[src/design/ectc_pkg.sv]
`timescale 1ns / 1ps
// ----------------------------------------------------------------------------
// Epoch-to-calendar shared definitions
// Field widths, reciprocal constants for the constant divisions, small lookup
// tables and the structs that travel between the pipeline sections.
// ----------------------------------------------------------------------------
package ectc_pkg;

  // Field widths.
  localparam int EPOCH_W   = 32;
  localparam int OFFSET_W  = 5;
  localparam int YEAR_W    = 12;
  localparam int MONTH_W   = 4;
  localparam int DAY_W     = 5;
  localparam int HOUR_W    = 5;
  localparam int MINUTE_W  = 6;
  localparam int SECOND_W  = 6;
  localparam int WEEKDAY_W = 3;
  localparam int DAYS_W    = 16;

  localparam logic signed [OFFSET_W-1:0] OFFSET_RESET = 5'sd3;

  localparam int SEC_PER_HOUR  = 3600;
  localparam int SEC_PER_MIN   = 60;
  localparam int MIN_PER_HOUR  = 60;
  localparam int HOURS_PER_DAY = 24;

  // Division by a constant d is floor(n * ceil(2^k / d) / 2^k). The shift k
  // is chosen so that n_max * (M*d - 2^k) < 2^k, which makes it exact.
  localparam int DIV60_SH = 37;
  localparam logic [31:0] DIV60_MUL =
    32'(((64'd1 << DIV60_SH) + 64'(SEC_PER_MIN) - 64'd1) / 64'(SEC_PER_MIN));
  localparam int DIV24_SH = 26;
  localparam logic [21:0] DIV24_MUL =
    22'(((64'd1 << DIV24_SH) + 64'(HOURS_PER_DAY) - 64'd1) / 64'(HOURS_PER_DAY));

  // Julian-day chain constants.
  localparam int GREG_CYCLE  = 146097;
  localparam int GREG_BIAS   = 102032;
  localparam int JD_OFFSET   = 2442113;
  // For a 16-bit day count the century term is 15, 16 or 17, so the leap
  // correction a - a/4 is 12 below this day count and 13 from it on.
  localparam int ADJ_DAYS    = (2 * GREG_CYCLE - GREG_BIAS + 3) / 4;
  localparam int ADJ_LOW     = 12;
  localparam int ADJ_HIGH    = 13;
  localparam int YEAR_BIAS   = 2442;
  localparam int YEAR_DIV    = 7305;
  localparam int YEAR_SCALE  = 20;
  localparam int DAYS_PER_YEAR = 365;
  localparam int DIVY_SH     = 39;
  localparam logic [63:0] DIVY_MUL =
    ((64'd1 << DIVY_SH) + 64'(YEAR_DIV) - 64'd1) / 64'(YEAR_DIV);
  // (20*b - 2442) * M folded into b * (20*M) - 2442*M.
  localparam logic [30:0] DIVY_MUL20 = 31'(64'(YEAR_SCALE) * DIVY_MUL);
  localparam logic [52:0] DIVY_BIAS  = 53'(64'(YEAR_BIAS) * DIVY_MUL);
  localparam int MONTH_DIV   = 30601;
  localparam int MONTH_SCALE = 1000;
  localparam int DIVM_SH     = 35;
  // d * 1000 / 30601 with the factor 1000 folded into the reciprocal.
  localparam logic [30:0] DIVM_MUL = 31'(64'(MONTH_SCALE) *
    (((64'd1 << DIVM_SH) + 64'(MONTH_DIV) - 64'd1) / 64'(MONTH_DIV)));
  localparam int DAYS_PER_MONTH_BASE = 30;
  localparam int YEAR_BASE_LO = 4716;
  localparam int YEAR_BASE_HI = 4715;
  localparam int MONTH_E_LAST = 13;
  localparam int MONTHS_PER_YEAR = 12;
  localparam int FEB = 2;

  // Weekday constants.
  localparam int DIV100_SH = 19;
  localparam logic [12:0] DIV100_MUL = 13'(((64'd1 << DIV100_SH) + 64'd99) / 64'd100);
  localparam int CENTURY = 100;
  localparam int ZELLER_CEN_MUL = 5;
  localparam int ZELLER_BIAS = 5;
  localparam int DAYS_PER_WEEK = 7;

  // floor(601 * e / 1000) for e = 0..15.
  localparam logic [3:0] MONTH_FRAC [16] = '{
    4'd0, 4'd0, 4'd1, 4'd1, 4'd2, 4'd3, 4'd3, 4'd4,
    4'd4, 4'd5, 4'd6, 4'd6, 4'd7, 4'd7, 4'd8, 4'd9
  };

  // floor(26 * (m + 1) / 10) for m = 0..15.
  localparam logic [5:0] ZELLER_MONTH [16] = '{
    6'd2,  6'd5,  6'd7,  6'd10, 6'd13, 6'd15, 6'd18, 6'd20,
    6'd23, 6'd26, 6'd28, 6'd31, 6'd33, 6'd36, 6'd39, 6'd41
  };

  typedef struct packed {
    logic [HOUR_W-1:0]   hour;
    logic [MINUTE_W-1:0] minute;
    logic [SECOND_W-1:0] second;
  } tod_t;

  typedef struct packed {
    logic [YEAR_W-1:0]  year;
    logic [MONTH_W-1:0] month;
    logic [DAY_W-1:0]   day;
  } date_t;

  typedef struct packed {
    logic [DAYS_W-1:0] days;
    tod_t              tod;
  } split_t;

  typedef struct packed {
    date_t              date;
    tod_t               tod;
    logic [MONTH_W-1:0] z_month;
    logic [YEAR_W-1:0]  z_year;
  } civil_t;

  typedef struct packed {
    date_t                date;
    tod_t                 tod;
    logic [WEEKDAY_W-1:0] weekday;
  } result_t;

endpackage

[src/design/ectc_time_split.sv]
`timescale 1ns / 1ps
// ----------------------------------------------------------------------------
// Epoch-to-calendar time split
// Adds the zone shift and splits seconds into a day count and time of day
// over five stages; the divisions by 60 and 24 use reciprocal multiplies.
// ----------------------------------------------------------------------------
module ectc_time_split (
  input  logic                                  clk_i,
  input  logic                                  rst_ni,
  input  logic signed [ectc_pkg::OFFSET_W-1:0]  offset_i,
  input  logic                                  valid_i,
  output logic                                  ready_o,
  input  logic [ectc_pkg::EPOCH_W-1:0]          epoch_i,
  output logic                                  valid_o,
  input  logic                                  ready_i,
  output ectc_pkg::split_t                      data_o
);
  import ectc_pkg::*;

  localparam int STAGES    = 5;
  localparam int MIN_TOT_W = 27;
  localparam int HR_TOT_W  = 21;

  logic [STAGES-1:0]    v_q;
  logic [STAGES-1:0]    en;
  logic [EPOCH_W-1:0]   shift;
  logic [EPOCH_W-1:0]   t_d, t_q;
  logic [63:0]          p1, p2;
  logic [MIN_TOT_W-1:0] q1_d, q1_q;
  logic [SECOND_W-1:0]  t6_q;
  logic [HR_TOT_W-1:0]  q2_d, q2_q;
  logic [11:0]          m60a, m60b;
  logic [SECOND_W-1:0]  sec_d, sec3_q, sec4_q;
  logic [MINUTE_W-1:0]  q1lo_q, min_d, min4_q;
  logic [42:0]          p3;
  logic [DAYS_W-1:0]    days_d, days_q;
  logic [HOUR_W-1:0]    q2lo_q, hr_d;
  logic [DAYS_W+4:0]    d24;
  split_t               out_q;

  // Each stage moves when it is empty or the one after it moves.
  always_comb begin
    en[STAGES-1] = ~v_q[STAGES-1] | ready_i;
    for (int k = STAGES - 2; k >= 0; k--) begin
      en[k] = ~v_q[k] | en[k+1];
    end
  end

  always_ff @(posedge clk_i or negedge rst_ni) begin
    if (!rst_ni) begin
      v_q <= '0;
    end else begin
      if (en[0]) begin
        v_q[0] <= valid_i;
      end
      for (int k = 1; k < STAGES; k++) begin
        if (en[k]) begin
          v_q[k] <= v_q[k-1];
        end
      end
    end
  end

  // Offset times 3600, sign extended and taken modulo 2^32.
  assign shift  = EPOCH_W'(offset_i * SEC_PER_HOUR);
  assign t_d    = epoch_i + shift;

  assign p1     = {32'd0, t_q} * {32'd0, DIV60_MUL};
  assign q1_d   = p1[DIV60_SH +: MIN_TOT_W];

  assign p2     = {37'd0, q1_q} * {32'd0, DIV60_MUL};
  assign q2_d   = p2[DIV60_SH +: HR_TOT_W];
  // The remainder is below 64, so the low six bits are enough.
  assign m60a   = {6'd0, q1_q[SECOND_W-1:0]} * 12'(SEC_PER_MIN);
  assign sec_d  = t6_q - m60a[SECOND_W-1:0];

  assign p3     = {22'd0, q2_q} * {21'd0, DIV24_MUL};
  assign days_d = p3[DIV24_SH +: DAYS_W];
  assign m60b   = {6'd0, q2_q[MINUTE_W-1:0]} * 12'(MIN_PER_HOUR);
  assign min_d  = q1lo_q - m60b[MINUTE_W-1:0];

  assign d24    = (DAYS_W+5)'(days_q) * (DAYS_W+5)'(HOURS_PER_DAY);
  assign hr_d   = q2lo_q - d24[HOUR_W-1:0];

  always_ff @(posedge clk_i) begin
    if (en[0]) begin
      t_q <= t_d;
    end
    if (en[1]) begin
      q1_q <= q1_d;
      t6_q <= t_q[SECOND_W-1:0];
    end
    if (en[2]) begin
      q2_q   <= q2_d;
      sec3_q <= sec_d;
      q1lo_q <= q1_q[MINUTE_W-1:0];
    end
    if (en[3]) begin
      days_q <= days_d;
      min4_q <= min_d;
      sec4_q <= sec3_q;
      q2lo_q <= q2_q[HOUR_W-1:0];
    end
    if (en[4]) begin
      out_q.days       <= days_q;
      out_q.tod.hour   <= hr_d;
      out_q.tod.minute <= min4_q;
      out_q.tod.second <= sec4_q;
    end
  end

  assign ready_o = en[0];
  assign valid_o = v_q[STAGES-1];
  assign data_o  = out_q;

endmodule

[src/design/ectc_date_calc.sv]
`timescale 1ns / 1ps
// ----------------------------------------------------------------------------
// Epoch-to-calendar date chain
// Turns the day count into year, month and day of month over five stages and
// prepares the shifted month and year used by the weekday formula.
// ----------------------------------------------------------------------------
module ectc_date_calc (
  input  logic              clk_i,
  input  logic              rst_ni,
  input  logic              valid_i,
  output logic              ready_o,
  input  ectc_pkg::split_t  data_i,
  output logic              valid_o,
  input  logic              ready_i,
  output ectc_pkg::civil_t  data_o
);
  import ectc_pkg::*;

  localparam int STAGES = 5;
  localparam int B_W    = 22;
  localparam int C_W    = 13;
  localparam int D_W    = 9;
  localparam int E_W    = 4;

  logic [STAGES-1:0]  v_q;
  logic [STAGES-1:0]  en;
  logic [3:0]         adj;
  logic [B_W-1:0]     b_d, b1_q, b2_q;
  logic [52:0]        pc;
  logic [C_W-1:0]     c_d, c2_q, c3_q, c4_q;
  logic [B_W-1:0]     d_full;
  logic [D_W-1:0]     d_d, d3_q, d4_q;
  logic [39:0]        pe;
  logic [E_W-1:0]     e_d, e4_q;
  logic [D_W-1:0]     f_full;
  logic [YEAR_W-1:0]  year_d, zy_d;
  logic [MONTH_W-1:0] month_d, zm_d;
  tod_t               tod1_q, tod2_q, tod3_q, tod4_q;
  civil_t             out_q;

  always_comb begin
    en[STAGES-1] = ~v_q[STAGES-1] | ready_i;
    for (int k = STAGES - 2; k >= 0; k--) begin
      en[k] = ~v_q[k] | en[k+1];
    end
  end

  always_ff @(posedge clk_i or negedge rst_ni) begin
    if (!rst_ni) begin
      v_q <= '0;
    end else begin
      if (en[0]) begin
        v_q[0] <= valid_i;
      end
      for (int k = 1; k < STAGES; k++) begin
        if (en[k]) begin
          v_q[k] <= v_q[k-1];
        end
      end
    end
  end

  assign adj    = (data_i.days >= DAYS_W'(ADJ_DAYS)) ? 4'(ADJ_HIGH) : 4'(ADJ_LOW);
  assign b_d    = B_W'(data_i.days) + B_W'(JD_OFFSET) + B_W'(adj);

  assign pc     = 53'(b1_q) * 53'(DIVY_MUL20) - DIVY_BIAS;
  assign c_d    = pc[DIVY_SH +: C_W];

  assign d_full = b2_q - B_W'(c2_q) * B_W'(DAYS_PER_YEAR) - B_W'(c2_q >> 2);
  assign d_d    = d_full[D_W-1:0];

  assign pe     = 40'(d3_q) * 40'(DIVM_MUL);
  assign e_d    = pe[DIVM_SH +: E_W];

  assign f_full = d4_q - D_W'(e4_q) * D_W'(DAYS_PER_MONTH_BASE) - D_W'(MONTH_FRAC[e4_q]);

  always_comb begin
    if (e4_q <= E_W'(MONTH_E_LAST)) begin
      year_d  = YEAR_W'(c4_q - C_W'(YEAR_BASE_LO));
      month_d = e4_q - 4'd1;
    end else begin
      year_d  = YEAR_W'(c4_q - C_W'(YEAR_BASE_HI));
      month_d = e4_q - E_W'(MONTH_E_LAST);
    end
    // January and February count as months 13 and 14 of the year before.
    if (month_d <= MONTH_W'(FEB)) begin
      zm_d = month_d + MONTH_W'(MONTHS_PER_YEAR);
      zy_d = year_d - 12'd1;
    end else begin
      zm_d = month_d;
      zy_d = year_d;
    end
  end

  always_ff @(posedge clk_i) begin
    if (en[0]) begin
      b1_q   <= b_d;
      tod1_q <= data_i.tod;
    end
    if (en[1]) begin
      c2_q   <= c_d;
      b2_q   <= b1_q;
      tod2_q <= tod1_q;
    end
    if (en[2]) begin
      d3_q   <= d_d;
      c3_q   <= c2_q;
      tod3_q <= tod2_q;
    end
    if (en[3]) begin
      e4_q   <= e_d;
      d4_q   <= d3_q;
      c4_q   <= c3_q;
      tod4_q <= tod3_q;
    end
    if (en[4]) begin
      out_q.date.year  <= year_d;
      out_q.date.month <= month_d;
      out_q.date.day   <= f_full[DAY_W-1:0];
      out_q.tod        <= tod4_q;
      out_q.z_month    <= zm_d;
      out_q.z_year     <= zy_d;
    end
  end

  assign ready_o = en[0];
  assign valid_o = v_q[STAGES-1];
  assign data_o  = out_q;

endmodule

[src/design/ectc_weekday.sv]
`timescale 1ns / 1ps
// ----------------------------------------------------------------------------
// Epoch-to-calendar weekday
// Zeller's congruence over three stages; the final stage is the output
// register of the block.
// ----------------------------------------------------------------------------
module ectc_weekday (
  input  logic              clk_i,
  input  logic              rst_ni,
  input  logic              valid_i,
  output logic              ready_o,
  input  ectc_pkg::civil_t  data_i,
  output logic              valid_o,
  input  logic              ready_i,
  output ectc_pkg::result_t data_o
);
  import ectc_pkg::*;

  localparam int STAGES = 3;
  localparam int CEN_W  = 5;
  localparam int YY_W   = 7;
  localparam int H_W    = 9;

  logic [STAGES-1:0] v_q;
  logic [STAGES-1:0] en;
  logic [24:0]       pcen;
  logic [CEN_W-1:0]  cen_d, cen1_q;
  logic [5:0]        zt1_q;
  logic [YY_W-1:0]   zyl1_q, yy;
  logic [11:0]       c100;
  logic [H_W-1:0]    h_d, h2_q, n;
  logic [4:0]        s1;
  logic [3:0]        s2;
  logic [2:0]        r;
  date_t             date1_q, date2_q;
  tod_t              tod1_q, tod2_q;
  result_t           out_q;

  always_comb begin
    en[STAGES-1] = ~v_q[STAGES-1] | ready_i;
    for (int k = STAGES - 2; k >= 0; k--) begin
      en[k] = ~v_q[k] | en[k+1];
    end
  end

  always_ff @(posedge clk_i or negedge rst_ni) begin
    if (!rst_ni) begin
      v_q <= '0;
    end else begin
      if (en[0]) begin
        v_q[0] <= valid_i;
      end
      for (int k = 1; k < STAGES; k++) begin
        if (en[k]) begin
          v_q[k] <= v_q[k-1];
        end
      end
    end
  end

  assign pcen  = 25'(data_i.z_year) * 25'(DIV100_MUL);
  assign cen_d = pcen[DIV100_SH +: CEN_W];

  assign c100  = 12'(cen1_q) * 12'(CENTURY);
  assign yy    = zyl1_q - c100[YY_W-1:0];
  assign h_d   = H_W'(date1_q.day) + H_W'(zt1_q) + H_W'(yy) + H_W'(yy >> 2)
               + H_W'(cen1_q) * H_W'(ZELLER_CEN_MUL) + H_W'(cen1_q >> 2);

  // Modulo 7 by folding octal digits, since 8 is 1 modulo 7.
  assign n  = h2_q + H_W'(ZELLER_BIAS);
  assign s1 = 5'(n[2:0]) + 5'(n[5:3]) + 5'(n[8:6]);
  assign s2 = 4'(s1[2:0]) + 4'(s1[4:3]);
  assign r  = (s2 >= 4'(DAYS_PER_WEEK)) ? 3'(s2 - 4'(DAYS_PER_WEEK)) : s2[2:0];

  always_ff @(posedge clk_i) begin
    if (en[0]) begin
      cen1_q  <= cen_d;
      zt1_q   <= ZELLER_MONTH[data_i.z_month];
      zyl1_q  <= data_i.z_year[YY_W-1:0];
      date1_q <= data_i.date;
      tod1_q  <= data_i.tod;
    end
    if (en[1]) begin
      h2_q    <= h_d;
      date2_q <= date1_q;
      tod2_q  <= tod1_q;
    end
    if (en[2]) begin
      out_q.date    <= date2_q;
      out_q.tod     <= tod2_q;
      out_q.weekday <= r + 3'd1;
    end
  end

  assign ready_o = en[0];
  assign valid_o = v_q[STAGES-1];
  assign data_o  = out_q;

endmodule

[src/design/epoch_seconds_to_calendar_unit.sv]
`timescale 1ns / 1ps
// ----------------------------------------------------------------------------
// Epoch seconds to calendar unit
// Converts a 32-bit Unix seconds count, shifted by a whole-hour zone offset,
// into local year, month, day, hour, minute, second and ISO weekday.
// ----------------------------------------------------------------------------
//
//   Channel   Handshake                  Payload
//   --------  -------------------------  -------------------------------------
//   config    cfg_we_i                   cfg_wdata_i (signed hours, reset 3)
//   request   in_valid_i / in_ready_o    epoch_seconds_i
//   result    out_valid_o / out_ready_i  year_o month_o day_of_month_o hour_o
//                                        minute_o second_o weekday_o
//
// Thirteen register stages: five split the seconds into days and time of
// day, five run the Julian-day chain and three compute the weekday.
// A request can be taken every cycle unless a stalled result has backed the
// pipeline up; its result reaches the ports after passing every stage.
// Reset empties every stage and sets the offset to +3 hours.
// A stalled result holds only full stages; empty ones in front keep filling.
// ----------------------------------------------------------------------------
module epoch_seconds_to_calendar_unit (
  input  logic                                  clk_i,
  input  logic                                  rst_ni,
  input  logic                                  cfg_we_i,
  input  logic signed [ectc_pkg::OFFSET_W-1:0]  cfg_wdata_i,
  input  logic                                  in_valid_i,
  output logic                                  in_ready_o,
  input  logic [ectc_pkg::EPOCH_W-1:0]          epoch_seconds_i,
  output logic                                  out_valid_o,
  input  logic                                  out_ready_i,
  output logic [ectc_pkg::YEAR_W-1:0]           year_o,
  output logic [ectc_pkg::MONTH_W-1:0]          month_o,
  output logic [ectc_pkg::DAY_W-1:0]            day_of_month_o,
  output logic [ectc_pkg::HOUR_W-1:0]           hour_o,
  output logic [ectc_pkg::MINUTE_W-1:0]         minute_o,
  output logic [ectc_pkg::SECOND_W-1:0]         second_o,
  output logic [ectc_pkg::WEEKDAY_W-1:0]        weekday_o
);
  import ectc_pkg::*;

  logic signed [OFFSET_W-1:0] offset_q;
  logic                       split_valid, split_ready;
  logic                       date_valid, date_ready;
  split_t                     split_data;
  civil_t                     date_data;
  result_t                    result;

  // The user must write the offset only while the pipeline is empty, so every
  // request in flight sees the same value; the block does not enforce it.
  always_ff @(posedge clk_i or negedge rst_ni) begin
    if (!rst_ni) begin
      offset_q <= OFFSET_RESET;
    end else if (cfg_we_i) begin
      offset_q <= cfg_wdata_i;
    end
  end

  // Seconds plus zone shift, then minutes, hours and whole days.
  ectc_time_split u_split (
    .clk_i    (clk_i),
    .rst_ni   (rst_ni),
    .offset_i (offset_q),
    .valid_i  (in_valid_i),
    .ready_o  (in_ready_o),
    .epoch_i  (epoch_seconds_i),
    .valid_o  (split_valid),
    .ready_i  (split_ready),
    .data_o   (split_data)
  );

  // Day count to year, month and day of month.
  ectc_date_calc u_date (
    .clk_i   (clk_i),
    .rst_ni  (rst_ni),
    .valid_i (split_valid),
    .ready_o (split_ready),
    .data_i  (split_data),
    .valid_o (date_valid),
    .ready_i (date_ready),
    .data_o  (date_data)
  );

  // Weekday; its last stage doubles as the output register.
  ectc_weekday u_weekday (
    .clk_i   (clk_i),
    .rst_ni  (rst_ni),
    .valid_i (date_valid),
    .ready_o (date_ready),
    .data_i  (date_data),
    .valid_o (out_valid_o),
    .ready_i (out_ready_i),
    .data_o  (result)
  );

  assign year_o         = result.date.year;
  assign month_o        = result.date.month;
  assign day_of_month_o = result.date.day;
  assign hour_o         = result.tod.hour;
  assign minute_o       = result.tod.minute;
  assign second_o       = result.tod.second;
  assign weekday_o      = result.weekday;

endmodule

[config.mk]
export PLATFORM = sky130hd
export DESIGN_NAME = epoch_seconds_to_calendar_unit
export DESIGN_NICKNAME = d
export VERILOG_FILES = /design/src/design/ectc_pkg.sv /design/src/design/ectc_time_split.sv /design/src/design/ectc_date_calc.sv /design/src/design/ectc_weekday.sv /design/src/design/epoch_seconds_to_calendar_unit.sv
export SDC_FILE = /design/constraint.sdc
export NUM_CORES = 2
export LEC_CHECK = 0
export BUFFER_PORTS_ARGS = -buffer_cell sky130_fd_sc_hd__buf_2
export CORE_ASPECT_RATIO = 1.25
export CORE_MARGIN = 5
export CORE_UTILIZATION = 48
export CTS_CLUSTER_DIAMETER = 40
export DETAILED_ROUTE_END_ITERATION = 8
export SYNTH_ARGS = -nofsm -noshare
export SYNTH_HDL_FRONTEND = slang
export SYNTH_SLANG_ARGS = --single-unit
[constraint.sdc]
create_clock -name clk_i -period 15.55 [get_ports clk_i]
set_clock_uncertainty 0.2 [all_clocks]
set_input_delay 0 -clock clk_i [delete_from_list [all_inputs] [get_ports clk_i]]
set_output_delay 0 -clock clk_i [all_outputs]
set_load 0.03 [all_outputs]
**Yosys cells after proc, flatten, opt, wreduce, memory -nomap -nowiden**

Memories as Yosys holds them, arrays and structs flattened. A register that Yosys moved wholly into a read port is not among the register bits.
Cells that the tools add are included.

- Muxes and demuxes: 8
- Add/sub/neg operators: 29
- Magnitude comparators: 5
- Bitwise operators: 28
- Multiply operators: 14

Operators with widths:

| cell | number |
|---|---|
| multiplier 32 x 32 -> 64 bit (second input constant) | 1 |
| multiplier 27 x 32 -> 58 bit (second input constant) | 1 |
| subtractor 52 x 38 -> 52 bit (second input constant) | 1 |
| multiplier 22 x 28 -> 49 bit (second input constant) | 1 |
| multiplier 21 x 22 -> 42 bit (second input constant) | 1 |
| multiplier 9 x 28 -> 36 bit (second input constant) | 1 |
| adder 32 bit | 1 |
| multiplier 12 x 13 -> 24 bit (second input constant) | 1 |
| 2-to-1 mux 12 bit | 2 |
| subtractor 12 x 10 -> 12 bit (second input constant) | 2 |
| adder 16 x 22 -> 22 bit (second input constant) | 1 |
| adder 22 x 4 -> 22 bit | 1 |
| subtractor 9 bit | 2 |
| >= comparator 16 bit (second input constant) | 1 |
| multiplier 16 x 2 -> 2 bit (second input constant) | 1 |
| 2-to-1 mux 4 bit | 4 |
| multiplier 5 x 9 -> 14 bit (second input constant) | 1 |
| multiplier 13 x 9 -> 9 bit (second input constant) | 1 |
| inverter 1 bit | 13 |
| bitwise OR 1 bit | 13 |
| multiplier 6 x 4 -> 4 bit (second input constant) | 2 |
| subtractor 12 x 1 -> 12 bit (second input constant) | 1 |
| subtractor 6 bit | 2 |
| inverter 4 -> 5 bit | 2 |
| 26 further kinds | 27 |

- Word-level logic and storage cells: 164
- Flip-flop bits (word level): 528
- Memory bits (read-only): 160
- Memories kept: 2
- Output and inout port bits: 43
- Input port bits: 42

Memories:

| name | words | bits a word | rd ports | clocked after memory_dff | write ports | RTL line | RTL |
|---|---|---|---|---|---|---|---|
| (no name shown) | 16 | 6 | 1 | 1 | 0 | ectc_weekday.sv:78 | `zt1_q <= ZELLER_MONTH[data_i.z_month];` |
| (no name shown) | 16 | 4 | 1 | 0 | 0 | ectc_date_calc.sv:75 | `assign f_full = d4_q - D_W'(e4_q) * D_W'(DAYS_PER_MONTH_BASE) - D_W'(MONTH_FRAC[e4_q]);` |

**Longest topological paths before layout**

- Depth after elaboration: 14
- Depth in mapped cells: 26
- Gate-level depth less buffers: 25

**Hierarchy**

From an unflattened synthesis, not the netlist that was laid out.

- Cell total of the unflattened synthesis: 5434
- Area, all modules: 60559.3 um^2

By module, submodules not included:

| module | cells each | seq. area each (um^2) | area an instance (um^2) | instances |
|---|---|---|---|---|
| ectc_time_split | 2798 | 5049.8 | 29478.3 | 1 |
| ectc_date_calc | 1986 | 6160.9 | 22054.9 | 1 |
| ectc_weekday | 640 | 4399.2 | 8842.2 | 1 |
| epoch_seconds_to_calendar_unit | 10 | 127.6 | 183.9 | 1 |

**Worst setup path before layout**

OpenSTA, ideal clock, no wires.

- Kind: register to register
- Start: reg u_date.b1_q[7]
- End: reg u_date.c2_q[11] (data pin)
- Clock period less this slack: 7329 ps
- Setup slack: 8221 ps
- Buffers on the path: 1
- Arrival: 6866 ps
- Data required time: 15087 ps
- Stages on the path, launching flop included: 24
- Library setup time: 263 ps
- Path through: edfxtp_1 -> ha_1 -> inv_1 -> fa_1 -> fa_1 -> inv_1 -> fa_1 -> fa_1 -> fa_1 -> inv_1 -> fa_1 -> inv_1 -> ha_1 -> buf_2 -> and4_1 -> or3_1 -> o22a_2 -> o211a_1 -> or4_1 -> a21o_1 -> a2111oi_4 -> nand4b_2 -> nor4_2 -> xnor2_1

- Longest elaborated chain between the ends: 2

RTL lines:

| element | RTL line | RTL |
|---|---|---|
| start, declared | ectc_date_calc.sv:28 | `logic [B_W-1:0] b_d, b1_q, b2_q;` |
| start signal, assigned | ectc_date_calc.sv:97 | `b1_q <= b_d;` |
| multiplier 22 x 28 -> 49 bit | ectc_date_calc.sv:66 | `assign pc = 53'(b1_q) * 53'(DIVY_MUL20) - DIVY_BIAS;` |
| subtractor 52 x 38 -> 52 bit | ectc_date_calc.sv:66 |  |
| net u_date.pc[50] | ectc_date_calc.sv:29 | `logic [52:0] pc;` |
| end signal, assigned | ectc_date_calc.sv:101 | `c2_q <= c_d;` |
| end, declared | ectc_date_calc.sv:30 | `logic [C_W-1:0] c_d, c2_q, c3_q, c4_q;` |

The timed path passes the listed nets, and every way through them passes these cells.
A chain may end at the register's enable or synchronous reset.

**Worst setup path in the final report**

- Start: reg u_date.b1_q[17]
- End: reg u_date.c2_q[10] (data pin)

The elaborated chain is that of the path after synthesis.

==> results.json <==
{
  "fmax_ghz": 0.124,
  "worst_setup_path_end_kind": "register",
  "cts_setup_buffers": 0,
  "insertion_delay_ns": 0.67,
  "hold_end": "u_split.t_q[4]$_DFFE_PP_",
  "reg2reg_slack_ns": 7.50,
  "cp-start-kind": "register",
  "num_rows": 143,
  "clk_pin_slew_ns": 0.06,
  "path_delay_family": "adder cells",
  "drive_gt1_share_pct": 5.66,
  "yosys_most_used_dff": "edfxtp_1",
  "finalSetupViolCount": 0,
  "dr.pass1.iters": 5,
  "cts_tree": "yes",
  "wire_per_inst_um": 18.3,
  "fillerInstances": 10700,
  "gr-usage-all-layers_pct": 20.4,
  "initial_core_util_pct": 48.4,
  "cp_cell_sequence": "ha_1, inv_1, fa_1, inv_1, ha_1, fa_1, fa_1, fa_1, inv_1, fa_1, inv_1, ha_1, a21oi_2, o211ai_2, a211oi_2, o21ai_2, o211a_1, or4_1, a21o_1, a2111oi_4, nand4b_2, nor3_1, xor2_1",
  "r2r-start": "u_date.b1_q[17]$_DFFE_PP_",
  "critPathRequiredTime_ns": 15.74,
  "wl_mm": 127,
  "core-area_um2": 122000,
  "syn_nets": 7021,
  "synth-seq-cells": 527,
  "cp_slowest_stage_delay_ns": 0.68,
  "die_area_um2": 130000,
  "regArea_um2": 15700,
  "synth.distinct_cells": 97,
  "yosys_warnings": 0,
  "cpMostUsedCell": "fa_1",
  "drc": 0,
  "final_common_cell": "inv_1",
  "clockRootBuffer": "clkbuf_16",
  "first_iter_violations": 1443,
  "place_hpwl_mm": 108,
  "maxCapViolations": 0,
  "critical_path_buf_inv_count": 4,
  "relSlewSlack_pct": 28.0,
  "timing.hold.worst.class": "primary input to register",
  "mostFrequentLayoutCells": "1224 x inv_1, 1169 x ha_1, 727 x fa_1, 509 x edfxtp_1, 175 x a21oi_1",
  "chipWidth_um": 324,
  "r2r.worst_path.cells": 23,
  "arrival_ns": 8.24,
  "finalMaxSlewViolations": 0,
  "cts-resized-gates": 0,
  "async_reset_ff_share_pct": 3.42,
  "netlist_area_um2": 59000,
  "final_antenna_net_count": 0,
  "final_nets": 7245,
  "clkSinkCount": 527,
  "fin_setup_tns_ns": 0,
  "report.final.hold_viol_count": 0,
  "hold_depth": 3,
  "antenna_found_initial": 2,
  "grt_pass1_vias": 38700,
  "crit_fanout": 12,
  "multi_input_area_um2": 38600,
  "reg2reg_to": "u_date.c2_q[10]$_DFFE_PP_",
  "die_height_um": 402,
  "syn2layout_area_growth_pct": 10.0,
  "grt_setup_unrepaired": "no",
  "vias_per_cell": 5.13,
  "io_pins": 85,
  "portBuffers": 84,
  "ys_seq_area_share_pct": 26.7,
  "cts_hold_buf": 78,
  "via_count": 35700,
  "cp_slowest_cell": "edfxtp_1",
  "synth_edf_count": 509,
  "synth_cells": 5083,
  "cts_made_buffers": 74,
  "grt_max_degree": 51,
  "status": "finished clean",
  "synth_area_per_cell_um2": 11.6,
  "grt_pass1_wl_mm": 208,
  "cts_max_path_buffers": 3,
  "h-tree-depth": 3,
  "tightest_slew_ns": 1.08,
  "post-route-period-util_pct": 51.7,
  "grt_overflow": 0,
  "min_period_ns": 8.05,
  "crit_cells": 23,
  "place.gp.congestion": 0.940,
  "critical_path_class": "register to register",
  "holdCritStartpoint": "epoch_seconds_i[4]"
}
metal layers:
metal | wire length, µm | vias up | part of all wire [%] | GRT usage [%]
li1 | - | 17400 | - | -
met1 | 54400 | 17700 | 43 | 26.2
met2 | 63900 | 456 | 50 | 35.4
met3 | 4580 | 186 | 3.6 | 3.06
met4 | 4440 | 2 | 3.5 | 6.68
met5 | 13 | - | 0.010 | 0
cell type report:
class                      instances  share of cell area, %
tap                             1595                   3.07
inverter                        1225                   7.08
sequential                       527                   24.2
clock inverter                    57                   1.25
antenna                            1                0.00386
multi-input combinational       3306                   59.4
clock buffer                      81                   2.96
timing repair buffer             173                   1.98
cells by family after synthesis:
kind of cell,synth area share [%]
AOI/OAI and AO/OA,6.94
xor gates and xnor gates,3.71
adders and majority gates,49.5
buffers and inverters,8.03
DFF,26.7
muxes,0.464
and+or+nand+nor,4.74
stage by stage:
| step | hold slack (ns) | util (%) | setup slack (ns) | cells | area, µm² |
|---|---|---|---|---|---|
| after floorplan | -0.496 | - | 8.22 | 5083 | 59000 |
| after global routing | 0.0649 | 53.3 | 6.82 | 6965 | 64900 |
| after detailed placement | -0.194 | 50.4 | 7.47 | 6748 | 61400 |
| after CTS | 0.0699 | 53.3 | 7.46 | 6964 | 64900 |
| final | 0.116 | 53.3 | 7.50 | 6965 | 64900 |
| after global placement | -0.200 | 50.4 | 7.54 | 6748 | 61400 |
worst max path at each step:
stage / start / end / slack [ns]
finish: u_date.b1_q[17]$_DFFE_PP_ / u_date.c2_q[10]$_DFFE_PP_ / 7.50
global route: u_date.b1_q[17]$_DFFE_PP_ / u_date.c2_q[2]$_DFFE_PP_ / 6.82
CTS: u_date.b1_q[17]$_DFFE_PP_ / u_date.c2_q[11]$_DFFE_PP_ / 7.46
detailed placement: u_date.b1_q[17]$_DFFE_PP_ / u_date.c2_q[11]$_DFFE_PP_ / 7.47
global placement: u_date.b1_q[17]$_DFFE_PP_ / u_date.c2_q[10]$_DFFE_PP_ / 7.54
floorplan: u_date.b1_q[7]$_DFFE_PP_ / u_date.c2_q[11]$_DFFE_PP_ / 8.22
synthesized netlist by cell type, types with 6 or more instances:
cell type  instances  area, µm²
dfrtp_1           16        400
fa_1             727      14600
a211oi_1          17        128
and2_1            11       68.8
nand2b_1          36        225
a221oi_1           7       61.3
nor2_1           109        409
o21a_1            31        233
mux2i_1           15        150
and3_1            16        100
nand3_1           41        205
a21o_1           105        788
nand2_1          104        390
xor2_1            83        727
o21bai_1          18        135
o211ai_1          22        165
inv_1           1225       4600
a2111oi_0          7       61.3
clkbuf_1          13       48.8
or4_1              8       60.1
edfxtp_1         509      15300
nor3_1            40        200
a21boi_0           9       67.6
ha_1            1169      14600
buf_2              6       30.0
nor4_1             9       56.3
nand4_1           27        169
o21ai_0          107        536
or2_2             18        113
a31o_2             6       52.6
nor3b_1            7       52.6
a31oi_1           21        131
or3_1             16        100
and4_1            18        158
mux2_2             9        101
xnor2_1          167       1460
o31ai_1           10       75.1
a21oi_1          175        876
o2111ai_1          9       78.8
nor2b_1           35        219
sequential cells by signal, indices dropped and copies added (netlist names), 18 cells and up:
name,count
u_date.data_o,52
u_date.b1_q,18
u_weekday.date2_q,21
u_split.t_q,32
u_weekday.data_o,41
u_split.q1_q,27
u_split.data_o,33
u_split.q2_q,21
u_weekday.date1_q,21
worst reg2reg max path: cells and delay by family, from the launching register on:
family,cells,cell delay (ns)
adders and majority gates,8,3.80
DFF,1,0.68
and+or+nand+nor,3,0.88
xor gates and xnor gates,1,0.10
AOI/OAI and AO/OA,7,1.85
buffers and inverters,4,0.29
Power is not shown: default switching activity piles up to over one toggle a cycle in this logic, so the estimate is an artifact.
